File: config.mk
export PLATFORM = sky130hd
export DESIGN_NAME = buzzer_beep_pattern_sequencer
export DESIGN_NICKNAME = d
export VERILOG_FILES = /design/src/rtl/bbps_pkg.sv /design/src/rtl/buzzer_beep_pattern_sequencer.sv /design/src/rtl/bbps_ctrl.sv /design/src/rtl/bbps_div.sv /design/src/rtl/bbps_out.sv
export SDC_FILE = /design/constraint.sdc
export NUM_CORES = 1
export LEC_CHECK = 0
export ABC_AREA = 1
export BUFFER_PORTS_ARGS = -buffer_cell sky130_fd_sc_hd__buf_2
export CORE_MARGIN = 3
export CORE_UTILIZATION = 35
export DETAILED_ROUTE_END_ITERATION = 6
export PLACE_DENSITY_LB_ADDON = 0.12
export SYNTH_ARGS = -nofsm -noshare
export SYNTH_HDL_FRONTEND = slang
export SYNTH_SLANG_ARGS = --single-unit
File: constraint.sdc
create_clock -name clk -period 14.3 [get_ports clk]
set_clock_uncertainty 0.1 [all_clocks]
set_input_delay 0 -clock clk [delete_from_list [all_inputs] [get_ports clk]]
set_output_delay 0 -clock clk [all_outputs]
set_load 0.01 [all_outputs]
File: src/rtl/bbps_pkg.sv
// Shared types, codes and timing constants of the buzzer beep pattern sequencer.
package bbps_pkg;

  // Command carried in the slave-side tuser.
  typedef enum logic [1:0] {
    CMD_TICK    = 2'd0,
    CMD_SELECT  = 2'd1,
    CMD_ONESHOT = 2'd2
  } command_t;

  // Beep pattern codes.
  typedef enum logic [3:0] {
    PAT_OFF       = 4'd0,
    PAT_BOOT_PASS = 4'd1,
    PAT_BOOT_FAIL = 4'd2,
    PAT_START     = 4'd3,
    PAT_END       = 4'd4,
    PAT_FAULT     = 4'd5,
    PAT_GFCI      = 4'd6,
    PAT_BUTTON    = 4'd7,
    PAT_ONESHOT   = 4'd8
  } pattern_t;

  // Payload widths.
  localparam int unsigned SEL_W    = 4;
  localparam int unsigned LEN_W    = 16;
  localparam int unsigned TIME_W   = 32;
  localparam int unsigned OSLEN_W  = 9;
  localparam int unsigned S_DATA_W = 56;
  localparam int unsigned M_DATA_W = 8;

  // One-shot length cap in ms.
  localparam logic [OSLEN_W-1:0] ONESHOT_CAP = 9'd500;

  // Finite pattern timing in ms.
  localparam logic [TIME_W-1:0] BOOT_PASS_ON  = 32'd100;
  localparam logic [TIME_W-1:0] BOOT_PASS_END = 32'd200;
  localparam logic [TIME_W-1:0] START_ON      = 32'd200;
  localparam logic [TIME_W-1:0] START_END     = 32'd300;
  localparam logic [TIME_W-1:0] END_ON1       = 32'd100;
  localparam logic [TIME_W-1:0] END_ON2_BEGIN = 32'd200;
  localparam logic [TIME_W-1:0] END_ON2_END   = 32'd300;
  localparam logic [TIME_W-1:0] END_END       = 32'd400;
  localparam logic [TIME_W-1:0] BUTTON_ON     = 32'd30;
  localparam logic [TIME_W-1:0] BUTTON_END    = 32'd50;
  localparam logic [TIME_W-1:0] GFCI_SOLID    = 32'd5000;

  // Boot fail cycle, reduced modulo 2048 (the cycle position stays below 2000).
  localparam int unsigned CYC_W = 11;
  localparam logic [CYC_W-1:0] FAIL_PERIOD = 11'd2000;
  localparam logic [CYC_W-1:0] FAIL_A_END  = 11'd100;
  localparam logic [CYC_W-1:0] FAIL_B_BEG  = 11'd200;
  localparam logic [CYC_W-1:0] FAIL_B_END  = 11'd300;
  localparam logic [CYC_W-1:0] FAIL_C_BEG  = 11'd400;
  localparam logic [CYC_W-1:0] FAIL_C_END  = 11'd500;

  // Seconds count: dt / 1000 = ((dt >> 3) * RECIP_MUL) >> RECIP_SHIFT, exact for 32-bit dt.
  localparam int unsigned PRE_SHIFT   = 3;
  localparam int unsigned RECIP_W     = 30;
  localparam logic [RECIP_W-1:0] RECIP_MUL = 30'd549755814;
  localparam int unsigned RECIP_SHIFT = 36;
  localparam int unsigned PROD_W      = TIME_W - PRE_SHIFT + RECIP_W;
  localparam int unsigned SEC_W       = CYC_W + 1;

  // State stage to reciprocal stage.
  typedef struct packed {
    pattern_t            pattern;
    logic                on_simple;
    logic                solid;
    logic [TIME_W-1:0]   dt;
  } s1_t;

  // Reciprocal stage to output stage.
  typedef struct packed {
    pattern_t            pattern;
    logic                on_simple;
    logic                solid;
    logic [CYC_W-1:0]    dt_lo;
    logic [SEC_W-1:0]    sec;
  } s2_t;

endpackage

File: src/rtl/buzzer_beep_pattern_sequencer.sv
// Buzzer beep pattern sequencer: top level joining the state, seconds and output stages.
// A tick's result reaches the master side through the input, stage, seconds and output registers.
// Throughput: one command per cycle, save under back-pressure; state updates per command.
// Select and one-shot commands are consumed without a result.
// Reset (rst, synchronous) turns the pattern off, clears the stamp and empties every stage.
module buzzer_beep_pattern_sequencer (
  input  logic                           clk,
  input  logic                           rst,
  input  logic                           s_tvalid,
  output logic                           s_tready,
  input  logic [bbps_pkg::S_DATA_W-1:0]  s_tdata,  // pattern_sel, oneshot_len_ms, now_ms, zeros
  input  logic [1:0]                     s_tuser,  // command
  output logic                           m_tvalid,
  input  logic                           m_tready,
  output logic [bbps_pkg::M_DATA_W-1:0]  m_tdata   // buzzer_on, active_pattern, zeros
);

  logic           st_valid, st_ready;
  bbps_pkg::s1_t  st;
  logic           sc_valid, sc_ready;
  bbps_pkg::s2_t  sc;

  bbps_ctrl u_ctrl (
    .clk        (clk),
    .rst        (rst),
    .s_tvalid   (s_tvalid),
    .s_tready   (s_tready),
    .s_tdata    (s_tdata),
    .s_tuser    (s_tuser),
    .down_ready (st_ready),
    .st_valid   (st_valid),
    .st         (st)
  );

  bbps_div u_div (
    .clk        (clk),
    .rst        (rst),
    .st_valid   (st_valid),
    .st_ready   (st_ready),
    .st         (st),
    .down_ready (sc_ready),
    .sc_valid   (sc_valid),
    .sc         (sc)
  );

  bbps_out u_out (
    .clk      (clk),
    .rst      (rst),
    .sc_valid (sc_valid),
    .sc_ready (sc_ready),
    .sc       (sc),
    .m_tvalid (m_tvalid),
    .m_tready (m_tready),
    .m_tdata  (m_tdata)
  );

endmodule

File: src/rtl/bbps_ctrl.sv
// Input register, pattern state and elapsed-time stage of the beep sequencer.
module bbps_ctrl (
  input  logic                            clk,
  input  logic                            rst,
  input  logic                            s_tvalid,
  output logic                            s_tready,
  input  logic [bbps_pkg::S_DATA_W-1:0]   s_tdata,  // pattern_sel, oneshot_len_ms, now_ms, zeros
  input  logic [1:0]                      s_tuser,  // command
  input  logic                            down_ready,
  output logic                            st_valid,
  output bbps_pkg::s1_t                   st
);

  // Input register.
  logic                              in_valid;
  logic [1:0]                        in_cmd;
  logic [bbps_pkg::SEL_W-1:0]        in_sel;
  logic [bbps_pkg::LEN_W-1:0]        in_len;
  logic [bbps_pkg::TIME_W-1:0]       in_now;

  // Pattern state.
  bbps_pkg::pattern_t                cur_pattern, cur_pattern_next;
  logic [bbps_pkg::TIME_W-1:0]       start_time, start_time_next;
  logic                              stamped, stamped_next;
  logic [bbps_pkg::OSLEN_W-1:0]      oneshot_length, oneshot_length_next;

  logic                              stage_ready;
  logic                              take;
  logic                              tick_out;
  bbps_pkg::pattern_t                sel_pat;
  logic [bbps_pkg::OSLEN_W-1:0]      len_capped;
  logic [bbps_pkg::TIME_W-1:0]       base;
  logic [bbps_pkg::TIME_W-1:0]       dt;
  logic                              on_simple;
  bbps_pkg::s1_t                     st_next;

  assign stage_ready = !st_valid || down_ready;
  assign take        = in_valid && stage_ready;
  assign s_tready    = !in_valid || stage_ready;

  // Capture a transaction into the input register.
  always_ff @(posedge clk) begin
    if (rst) begin
      in_valid <= 1'b0;
    end else if (s_tready) begin
      in_valid <= s_tvalid;
    end
    if (s_tvalid && s_tready) begin
      in_cmd <= s_tuser;
      in_sel <= s_tdata[3:0];
      in_len <= s_tdata[19:4];
      in_now <= s_tdata[51:20];
    end
  end

  // Command decode, start stamp and elapsed time.
  always_comb begin
    sel_pat = (in_sel > 4'(bbps_pkg::PAT_ONESHOT)) ? bbps_pkg::PAT_OFF
                                                   : bbps_pkg::pattern_t'(in_sel);
    len_capped = (in_len > 16'(bbps_pkg::ONESHOT_CAP)) ? bbps_pkg::ONESHOT_CAP
                                                       : in_len[8:0];
    base = stamped ? start_time : in_now;
    dt   = in_now - base;

    cur_pattern_next    = cur_pattern;
    start_time_next     = start_time;
    stamped_next        = stamped;
    oneshot_length_next = oneshot_length;
    tick_out            = 1'b0;
    on_simple           = 1'b0;

    unique case (bbps_pkg::command_t'(in_cmd))
      bbps_pkg::CMD_TICK: begin
        tick_out = 1'b1;
        if (cur_pattern != bbps_pkg::PAT_OFF) begin
          stamped_next    = 1'b1;
          start_time_next = base;
        end
        unique case (cur_pattern)
          bbps_pkg::PAT_BOOT_PASS: begin
            on_simple = dt < bbps_pkg::BOOT_PASS_ON;
            if (dt >= bbps_pkg::BOOT_PASS_END) cur_pattern_next = bbps_pkg::PAT_OFF;
          end
          bbps_pkg::PAT_START: begin
            on_simple = dt < bbps_pkg::START_ON;
            if (dt >= bbps_pkg::START_END) cur_pattern_next = bbps_pkg::PAT_OFF;
          end
          bbps_pkg::PAT_END: begin
            on_simple = (dt < bbps_pkg::END_ON1) ||
                        (dt >= bbps_pkg::END_ON2_BEGIN && dt < bbps_pkg::END_ON2_END);
            if (dt >= bbps_pkg::END_END) cur_pattern_next = bbps_pkg::PAT_OFF;
          end
          bbps_pkg::PAT_BUTTON: begin
            on_simple = dt < bbps_pkg::BUTTON_ON;
            if (dt >= bbps_pkg::BUTTON_END) cur_pattern_next = bbps_pkg::PAT_OFF;
          end
          bbps_pkg::PAT_ONESHOT: begin
            on_simple = dt < 32'(oneshot_length);
            if (!on_simple) cur_pattern_next = bbps_pkg::PAT_OFF;
          end
          default: begin
            // Off, and the repeating patterns whose level is settled further on.
            on_simple = 1'b0;
          end
        endcase
      end
      bbps_pkg::CMD_SELECT: begin
        if (sel_pat != cur_pattern) begin
          cur_pattern_next = sel_pat;
          stamped_next     = 1'b0;
        end
      end
      bbps_pkg::CMD_ONESHOT: begin
        if (in_len == '0) begin
          if (cur_pattern != bbps_pkg::PAT_OFF) begin
            cur_pattern_next = bbps_pkg::PAT_OFF;
            stamped_next     = 1'b0;
          end
        end else begin
          oneshot_length_next = len_capped;
          cur_pattern_next    = bbps_pkg::PAT_ONESHOT;
          stamped_next        = 1'b0;
        end
      end
      default: begin
        // Unused command code: no change.
        tick_out = 1'b0;
      end
    endcase

    st_next.pattern   = cur_pattern_next;
    st_next.on_simple = on_simple;
    st_next.solid     = dt < bbps_pkg::GFCI_SOLID;
    st_next.dt        = dt;
  end

  // State update as each command leaves the input register.
  always_ff @(posedge clk) begin
    if (rst) begin
      cur_pattern    <= bbps_pkg::PAT_OFF;
      start_time     <= '0;
      stamped        <= 1'b0;
      oneshot_length <= '0;
    end else if (take) begin
      cur_pattern    <= cur_pattern_next;
      start_time     <= start_time_next;
      stamped        <= stamped_next;
      oneshot_length <= oneshot_length_next;
    end
  end

  // Stage register; only ticks travel on.
  always_ff @(posedge clk) begin
    if (rst) begin
      st_valid <= 1'b0;
    end else if (stage_ready) begin
      st_valid <= take && tick_out;
    end
    if (take) begin
      st <= st_next;
    end
  end

endmodule

File: src/rtl/bbps_div.sv
// Whole-seconds stage: elapsed time divided by 1000 through a reciprocal multiply.
module bbps_div (
  input  logic           clk,
  input  logic           rst,
  input  logic           st_valid,
  output logic           st_ready,
  input  bbps_pkg::s1_t  st,
  input  logic           down_ready,
  output logic           sc_valid,
  output bbps_pkg::s2_t  sc
);

  logic [bbps_pkg::PROD_W-1:0] prod;
  bbps_pkg::s2_t               sc_next;

  assign st_ready = !sc_valid || down_ready;

  // One 29 by 30 bit multiply; only the low bits of the quotient are kept.
  always_comb begin
    prod = bbps_pkg::PROD_W'(st.dt[bbps_pkg::TIME_W-1:bbps_pkg::PRE_SHIFT]) *
           bbps_pkg::PROD_W'(bbps_pkg::RECIP_MUL);
    sc_next.pattern   = st.pattern;
    sc_next.on_simple = st.on_simple;
    sc_next.solid     = st.solid;
    sc_next.dt_lo     = st.dt[bbps_pkg::CYC_W-1:0];
    sc_next.sec       = prod[bbps_pkg::RECIP_SHIFT +: bbps_pkg::SEC_W];
  end

  always_ff @(posedge clk) begin
    if (rst) begin
      sc_valid <= 1'b0;
    end else if (st_ready) begin
      sc_valid <= st_valid;
    end
    if (st_ready && st_valid) begin
      sc <= sc_next;
    end
  end

endmodule

File: src/rtl/bbps_out.sv
// Final pin level for the repeating patterns and the master-side output register.
module bbps_out (
  input  logic                           clk,
  input  logic                           rst,
  input  logic                           sc_valid,
  output logic                           sc_ready,
  input  bbps_pkg::s2_t                  sc,
  output logic                           m_tvalid,
  input  logic                           m_tready,
  output logic [bbps_pkg::M_DATA_W-1:0]  m_tdata
);

  logic [bbps_pkg::CYC_W-1:0] whole_periods;
  logic [bbps_pkg::CYC_W-1:0] cyc;
  logic                       on;

  assign sc_ready = !m_tvalid || m_tready;

  // Position in the 2 s boot fail cycle, worked out modulo 2048.
  always_comb begin
    whole_periods = bbps_pkg::CYC_W'(
        (2 * bbps_pkg::CYC_W)'(sc.sec[bbps_pkg::SEC_W-1:1]) *
        (2 * bbps_pkg::CYC_W)'(bbps_pkg::FAIL_PERIOD));
    cyc = sc.dt_lo - whole_periods;
    unique case (sc.pattern)
      bbps_pkg::PAT_BOOT_FAIL: begin
        on = (cyc < bbps_pkg::FAIL_A_END) ||
             (cyc >= bbps_pkg::FAIL_B_BEG && cyc < bbps_pkg::FAIL_B_END) ||
             (cyc >= bbps_pkg::FAIL_C_BEG && cyc < bbps_pkg::FAIL_C_END);
      end
      bbps_pkg::PAT_FAULT: on = !sc.sec[0];
      // After the solid 5 s, an odd second count is an even count past the solid part.
      bbps_pkg::PAT_GFCI:  on = sc.solid || sc.sec[0];
      default:             on = sc.on_simple;
    endcase
  end

  // Output register.
  always_ff @(posedge clk) begin
    if (rst) begin
      m_tvalid <= 1'b0;
    end else if (sc_ready) begin
      m_tvalid <= sc_valid;
    end
    if (sc_ready && sc_valid) begin
      m_tdata <= {3'b000, sc.pattern, on};
    end
  end

endmodule

# Yosys cells after proc, flatten, opt, wreduce, memory -nomap -nowiden
# Cells that the tools add are included.
[op_classes] add_sub_neg=2 bitwise_logic=1 n_lt_le_gt_ge=17 n_eq_ne=14 reduce_logical=28 n_mux=21 shift=0 n_div=0 n_mul=2
[ops] op="greater-or-equal comparator 32 x 9 -> 1 bit, second input constant" count=2
[ops] op="multiplier 29 x 29 -> 47 bit, second input constant" count=1
[ops] op="two-way mux 4 bit" count=9
[ops] op="greater-or-equal comparator 32 x 6 -> 1 bit, second input constant" count=1
[ops] op="greater-or-equal comparator 32 x 8 -> 1 bit, second input constant" count=1
[ops] op="less-than comparator 32 x 13 -> 1 bit, second input constant" count=1
[ops] op="less-than comparator 32 x 5 -> 1 bit, second input constant" count=1
[ops] op="less-than comparator 32 x 7 -> 1 bit, second input constant" count=1
[ops] op="less-than comparator 32 x 8 -> 1 bit, second input constant" count=1
[ops] op="less-than comparator 32 x 9 -> 1 bit" count=1
[ops] op="less-than comparator 32 x 9 -> 1 bit, second input constant" count=1
[ops] op="two-way mux 32 bit" count=1
[ops] op="subtractor 32 bit" count=1
[ops] op="less-than comparator 11 x 9 -> 1 bit, second input constant" count=2
[ops] op="one-hot mux 4 bit (5 select lines)" count=1
[ops] op="== test 4 x 3 -> 1 bit, second input constant" count=4
[ops] op="> comparator 16 x 9 -> 1 bit, second input constant" count=1
[ops] op="logical NOT 16 bit" count=1
[ops] op="one-hot mux 4 bit (3 select lines)" count=1
[ops] op="greater-or-equal comparator 11 x 8 -> 1 bit, second input constant" count=1
[ops] op="greater-or-equal comparator 11 x 9 -> 1 bit, second input constant" count=1
[ops] op="less-than comparator 11 x 7 -> 1 bit, second input constant" count=1
[ops] op="multiplier 11 x 7 -> 7 bit, second input constant" count=1
[ops] op="subtractor 11 bit" count=1
[ops] op="22 further kinds" count=48
[word_totals] mem_bits_ro=0 ram_bits=0 mem_count=0 register_bits=176 latchBits=0 output_inout_bits=10

# Logic depth before layout (Yosys ltp)
# Gate-level depths: netlist (run 1).
[depth] depth_word=7 depth_mapped=27 ltp_nobuf=26

# Modules after synthesis
# From an unflattened synthesis (run 1), not the netlist that was laid out.
[hier_totals] hier_cells=3001 area_unflattened_um2=24099.4
[modules_own_cells] module="bbps_div" cells_per_inst=1743 instances=1 area_per_inst_um2=14492.6
[modules_own_cells] module="bbps_ctrl" cells_per_inst=1072 instances=1 area_per_inst_um2=8460.6
[modules_own_cells] module="bbps_out" cells_per_inst=186 instances=1 area_per_inst_um2=1146.1

# Least setup slack after synthesis (run 1)
# No wires, ideal clock.
[synth_path] path_type="reg2reg" start="reg, netlist name u_ctrl.st[10]" end="reg, netlist name u_div.sc[5]" n_path_buf=0 period_less_slack_ps=6361 required_time_ps=13941 t_arrival_ps=6002 stages_incl_launch_ff=23 setup_time_ps=259 slack_ps=7939 path_cell_list="edfxtp_1 > ha_1 > fa_1 > fa_1 > inv_1 > fa_1 > inv_1 > fa_1 > inv_1 > fa_1 > inv_1 > fa_1 > inv_1 > fa_1 > inv_1 > ha_1 > a21oi_1 > o21ai_0 > o311ai_0 > a21oi_1 > o21ai_0 > nand3_1 > xor2_1"
[synth_via] elab_chain_cells=1
[synth_lines] element="multiplier 29 x 29 -> 47 bit" line="bbps_div.sv:20" rtl="prod = bbps_pkg::PROD_W'(st.dt[bbps_pkg::TIME_W-1:bbps_pkg::PRE_SHIFT]) *"
[synth_lines] element="named net u_div.prod, one bit" line="bbps_div.sv:13" rtl="logic [bbps_pkg::PROD_W-1:0] prod;"
# The timed path passes the listed nets, and every way through them passes these cells.
# A chain may end at the register's enable or synchronous reset.

# Worst setup path after layout (run 1)
[layout_path] start="reg, netlist name u_ctrl.st[11]" end="reg, netlist name u_div.sc[5]"
[layout_via] elab_chain_cells=1
[layout_lines] element="multiplier 29 x 29 -> 47 bit" line="bbps_div.sv:20"
[layout_lines] element="named net u_div.prod, one bit" line="bbps_div.sv:13"
# The timed path passes the listed nets, and every way through them passes these cells.

==> results of run 1 <==
## repair_timing
| action | in CTS | in global routing |
|---|---|---|
| hold endpoints to repair | 62 | 0 |
| buffers inserted | 0 | 0 |
| hold buffers | 56 | 0 |
## critical path: stages (launching register included)
cell and delay [ns]:
edfxtp_1 1.04, ha_1 0.43, fa_1 0.46, fa_1 0.55, inv_1 0.05, fa_1 0.49, inv_1 0.05, fa_1 0.50
inv_1 0.05, fa_1 0.48, inv_1 0.06, fa_1 0.52, inv_1 0.05, fa_1 0.51, inv_1 0.04, ha_1 0.32
a21oi_1 0.16, o21ai_0 0.11, o311ai_0 0.73, a21oi_1 0.16, o21ai_0 0.25, nand3_1 0.12, xor2_1 0.27
## routing by layer
layer | part of all wire, % | up-vias | wire length, µm
met5 | 0 | - | 0
met4 | 1.9 | 0 | 1060
met3 | 2.5 | 46 | 1350
met2 | 49 | 179 | 26500
met1 | 47 | 7447 | 25600
li1 | - | 7848 | -
## sequential cells by signal, summed over array words and instances (netlist names), 4 cells and up
register               flops
u_ctrl.in_sel              4
u_ctrl.start_time         32
u_ctrl.oneshot_length      9
u_ctrl.st                 36
u_out.m_tdata              5
u_ctrl.cur_pattern         4
u_ctrl.in_now             32
u_ctrl.in_len             16
u_div.sc                  23
## synthesized netlist by cell type, types with 4 or more instances
cell type    n
inv_1      680
nand2_1    362
ha_1       344
fa_1       253
nor2_1     131
edfxtp_1   118
a21oi_1     80
nand3_1     52
dfxtp_1     50
o21ai_0     44
a211oi_1    39
xor2_1      31
mux2i_1     29
nand4_1     22
xnor2_1     22
nand2_2     18
nor3_1      16
nor2_2      14
a31oi_1     13
clkbuf_1    13
inv_2       12
a21o_1      10
o211ai_1     9
nor2_4       7
nor4_1       6
o21bai_1     6
and2_1       5
nand3b_1     5
a22oi_1      4
nand3_2      4
nor3_2       4
o21a_1       4
o31ai_1      4
## per-stage QoR
stage,area [µm²],setup slack (ns)
6_report,24000,6.59
5_1_grt,24000,6.27
4_1_cts,24000,6.52
3_5_place_dp,22900,6.58
3_3_place_gp,22900,6.58
2_1_floorplan,21600,7.94
## layout make-up
type                            instances  area share [%]
Inverter                              692            10.8
Clock inverter                         12           0.593
Timing Repair Buffer                  131            4.01
Clock buffer                           20            1.90
Tap cell                              782            4.07
Sequential cell                       168            18.9
Multi-Input combinational cell       1555            59.7
## final timing paths
path	depth (start not counted)	slack [ns]	endpoint
setup / recovery	22	6.59	u_div.sc[5]
hold / removal	3	0.05	u_ctrl.oneshot_length[0]
setup reg to reg	22	6.59	u_div.sc[5]
hold reg to reg	0	0.33	u_div.sc[28]
## logic make-up (layout without fill, tap and decap cells)
logic type	Yosys count	in the layout	synth area share, %
AO/OA/AOI/OAI	221	221	6.26
XOR/XNOR	53	53	2.15
adder cells (fa/ha/maj)	597	597	43.4
buffers and inverters	713	855	12.5
flip-flops	168	168	21.1
multiplexers	29	29	1.35
other	1	3	0.0174
AND/OR/NAND/NOR	652	652	13.2
==> results.toml, run 1 <==
[sta]
rsz0062_at_grt = "false"
whs_ns = 0.0481
timing.final.crit_share_pct = 53.9
finalSetupViolations = 0
drv_slew = 0
hold_viol = 0
fin_crit_ns = 7.71
finalSetupTns_ns = 0
worst_pin_slew_ns = 1.03
clock.fmax_mhz = 130
relSlewSlack_pct = 31.0

[grt]
grt_pass1_vias = 16500
track_usage_pct = 17.8
gr-usage-met2_pct = 30.9
antenna_found_initial = 0
grt_overflow_total = 0
met3_usage_pct = 2.18
busiest_layer = "met2"
grtUsageMet1_pct = 23.8
grt_start_max_net_pins = 65
grt_pass1_wl_um = 88600

[cells_and_area]
drive_above_1_share_pct = 6.67
final_nets = 3224
utilization_pct = 39.6
seqCellArea_mm2 = 0.00455
layoutNonFillerInstCount = 3360
diodes = 0
final_common_cell = "inv_1"
final_cell_mix = "inv_1, nand2_1, ha_1"
multi_input_area_mm2 = 0.0144
syn2layout_area_growth_pct = 11.5
fillers = 6162

[route]
via_per_inst = 4.62
drt_pre_antenna_iters = 5
antenna_left = 0
first_iter_violations = 658
drc_errors = 0
avgRoutedWirePerCell_um = 16.2
dr_total_vias = 15500
wl_um = 54600

[cts]
clock_latency_ns = 0.45
cts_buffer_depth = 2
cts_tree = "done"
clkTransAtPathRegs_ns = 0.07
clock_sinks = 168
cts-htree-levels = 4
cts-resized-gates = 0
cts_buffers = 17
clock-root-buffer = "clkbuf_16"

[floorplanning]
fp.dieW_um = 254
ios = 72
initial_core_util_pct = 35.5
num_rows = 90
die_h_um = 254
core-area_mm2 = 0.0607
dieArea_mm2 = 0.0646

[yosys]
yosysSeqAreaShare_pct = 21.1
postSynth.asyncResetShare_pct = 0
ys.flop_type = "edfxtp_1"
synth_cells = 2434
synth_edf_count = 118
synth.distinct_cells = 48
synth_area_per_cell_um2 = 8.86
syn-cell-area_mm2 = 0.0216
synth_top_cell_by_area = "fa_1"
ys_ff_latch = 168
synth_warnings = 0
synthTopCellsByArea = "fa_1, ha_1, edfxtp_1, inv_1, nand2_1"
synth_top_area_share_pct = 23.5

[run]
maxCapViolCount = 0

[setup_path]
path_class = "reg2reg"
path_max_fanout = 11
setup.worst_path.start = "u_ctrl.st[11]"
crit_arrival_ns = 7.85
crit_path_end_kind = "flip-flop"
required_ns = 14.45
start_kind = "flip-flop"
r2r_start = "u_ctrl.st[11]"

[hold_path]
min_from = "rst"
hold_class = "in2reg"

[place]
hpwlAfterDp_um = 46200
io_buffers = 64
placed_cells = 3272
gp_congestion = 0.847

[status]
outcome = "completed"
Power of run 1 is not shown: default switching activity piles up to over one toggle a cycle in this logic, so the estimate is an artifact.
==> run 2: changes to the inputs <==
- clock period: 14.3 -> 7.05 ns (I/O delays scaled with it)
==> results.toml, run 2 (synthesis gave the netlist of run 1 again) <==
[status]
outcome = "completed"

[run]
maxCapViolCount = 0

[grt]
grt_overflow_total = 0
track_usage_pct = 18.5
grt_pass1_vias = 16700
antenna_found_initial = 0
grt_start_max_net_pins = 65
grt_pass1_wl_um = 91400

[floorplanning]
die_h_um = 254
ios = 72
fp.dieW_um = 254
initial_core_util_pct = 35.5
dieArea_mm2 = 0.0646
num_rows = 90
core-area_mm2 = 0.0607

[cts]
clock-root-buffer = "clkbuf_16"
cts_buffers = 17
clock_latency_ns = 0.46
cts_tree = "done"
clkTransAtPathRegs_ns = 0.08
cts-htree-levels = 4
cts_buffer_depth = 2
clock_sinks = 168

[sta]
timing.final.crit_share_pct = 96.3
finalSetupTns_ns = 0
finalSetupViolations = 0
worst_pin_slew_ns = 0.938
drv_slew = 0
relSlewSlack_pct = 37.4
fin_crit_ns = 6.79
rsz0062_at_grt = "true"
hold_viol = 0
clock.fmax_mhz = 147

[setup_path]
crit_arrival_ns = 6.85
ff2ff_setup_slack_ns = 0.26
required_ns = 7.11
max_stage_delay_ns = 0.56
path_class = "reg2reg"
worst-path-buf-inv = 5
path_delay_family = "adder cells"
crit_path_frequent_cell = "fa_1"
path_max_fanout = 5
start_kind = "flip-flop"
r2r_start = "u_ctrl.st[17]"
cp_cell_sequence = "ha_1 -> ha_1 -> inv_1 -> fa_1 -> inv_1 -> fa_1 -> inv_1 -> fa_1 -> fa_1 -> inv_1 -> fa_1 -> ha_1 -> ha_1 -> nand2_1 -> nor2_1 -> nand2_1 -> nor4_4 -> nand4_1 -> o211ai_1 -> buf_4 -> nand2_1 -> o311ai_0 -> xor2_1"
crit_path_top_delay_cell = "edfxtp_1"
regToRegEndpoint = "u_div.sc[6]"
crit_path_end_kind = "flip-flop"
r2r_cells = 23

[cells_and_area]
diodes = 0
syn2layout_area_growth_pct = 13.5
final_cell_mix = "inv_1, nand2_1, ha_1"
final_nets = 3270
top_register = "u_ctrl.st"
largest_register_ffs = 36
drive_above_1_share_pct = 8.46
final_common_cell = "inv_1"
reg_top3 = "u_ctrl.st x36, u_ctrl.in_now x32, u_ctrl.start_time x32"

[route]
first_iter_violations = 650
wl_um = 57000
drt_pre_antenna_iters = 5
antenna_left = 0
via_per_inst = 4.64
drc_errors = 0
dr_total_vias = 15800
avgRoutedWirePerCell_um = 16.7

[hold_path]
hold_class = "in2reg"
min_from = "rst"
min_delay_path_depth = 3
holdPathEnd = "u_ctrl.oneshot_length[0]"

[place]
gp_congestion = 0.896
io_buffers = 64
hpwlAfterDp_um = 49200
==> run 2: per-stage QoR <==
step	hold slack (ns)	std cells	worst slack, ns	cell area, µm²	util [%]
after floorplan	-0.00113	2436	0.689	21600	-
after global placement	0.0764	3303	0.145	23100	38.1
after detailed placement	0.0781	3303	0.0243	23100	38.1
after CTS	0.0134	3395	0.00543	24400	40.2
after global routing	0.0580	3406	-0.0508	24500	40.3
final	0.0452	3406	0.260	24500	40.3
==> run 2: repair_timing <==
item	CTS	global route
resized for setup	0	4
hold buffers	56	0
endpoints found under the setup margin	1	4
setup buffers	4	11
hold endpoints to repair	62	0
pin swaps	0	1
==> run 2: final cells by class <==
cell class	count	area [µm²]
Fill cell	6135	36200
Tap cell	782	978
Clock inverter	12	163
Multi-Input combinational cell	1555	14400
Timing Repair Buffer	177	1350
Clock buffer	20	468
Sequential cell	168	4550
Inverter	692	2600
==> run 2: worst register-to-register path, cell delays in order, from the launching register on <==
cell,delay (ns)
edfxtp_1,0.56
ha_1,0.42
ha_1,0.16
inv_1,0.07
fa_1,0.53
inv_1,0.05
fa_1,0.49
inv_1,0.06
fa_1,0.52
fa_1,0.56
inv_1,0.06
fa_1,0.52
ha_1,0.35
ha_1,0.42
nand2_1,0.16
nor2_1,0.28
nand2_1,0.17
nor4_4,0.20
nand4_1,0.13
o211ai_1,0.20
buf_4,0.16
nand2_1,0.06
o311ai_0,0.11
xor2_1,0.17
==> run 2: per-layer routing <==
layer | track usage [%] | vias to the layer above | routed length [µm]
met5 | 0 | - | 0
met4 | 5.21 | 0 | 1400
met3 | 1.60 | 63 | 1200
met2 | 32.6 | 208 | 28300
met1 | 24.2 | 7607 | 26100
li1 | - | 7940 | -
==> run 2: how the worst max path moves through the flow <==
stage	startpoint	endpoint	slack, ns	cells after the start
final	u_ctrl.st[17]	u_div.sc[6]	0.26	23
after global routing	u_ctrl.st[20]	u_div.sc[6]	-0.05	23
after global placement	u_ctrl.st[21]	u_div.sc[6]	0.14	22
after detailed placement	u_ctrl.st[19]	u_div.sc[6]	0.02	20
after CTS	u_ctrl.st[22]	u_div.sc[6]	0.005	24
after floorplan	u_ctrl.st[10]	u_div.sc[5]	0.69	22
Power of run 2 is left out for the same reason.
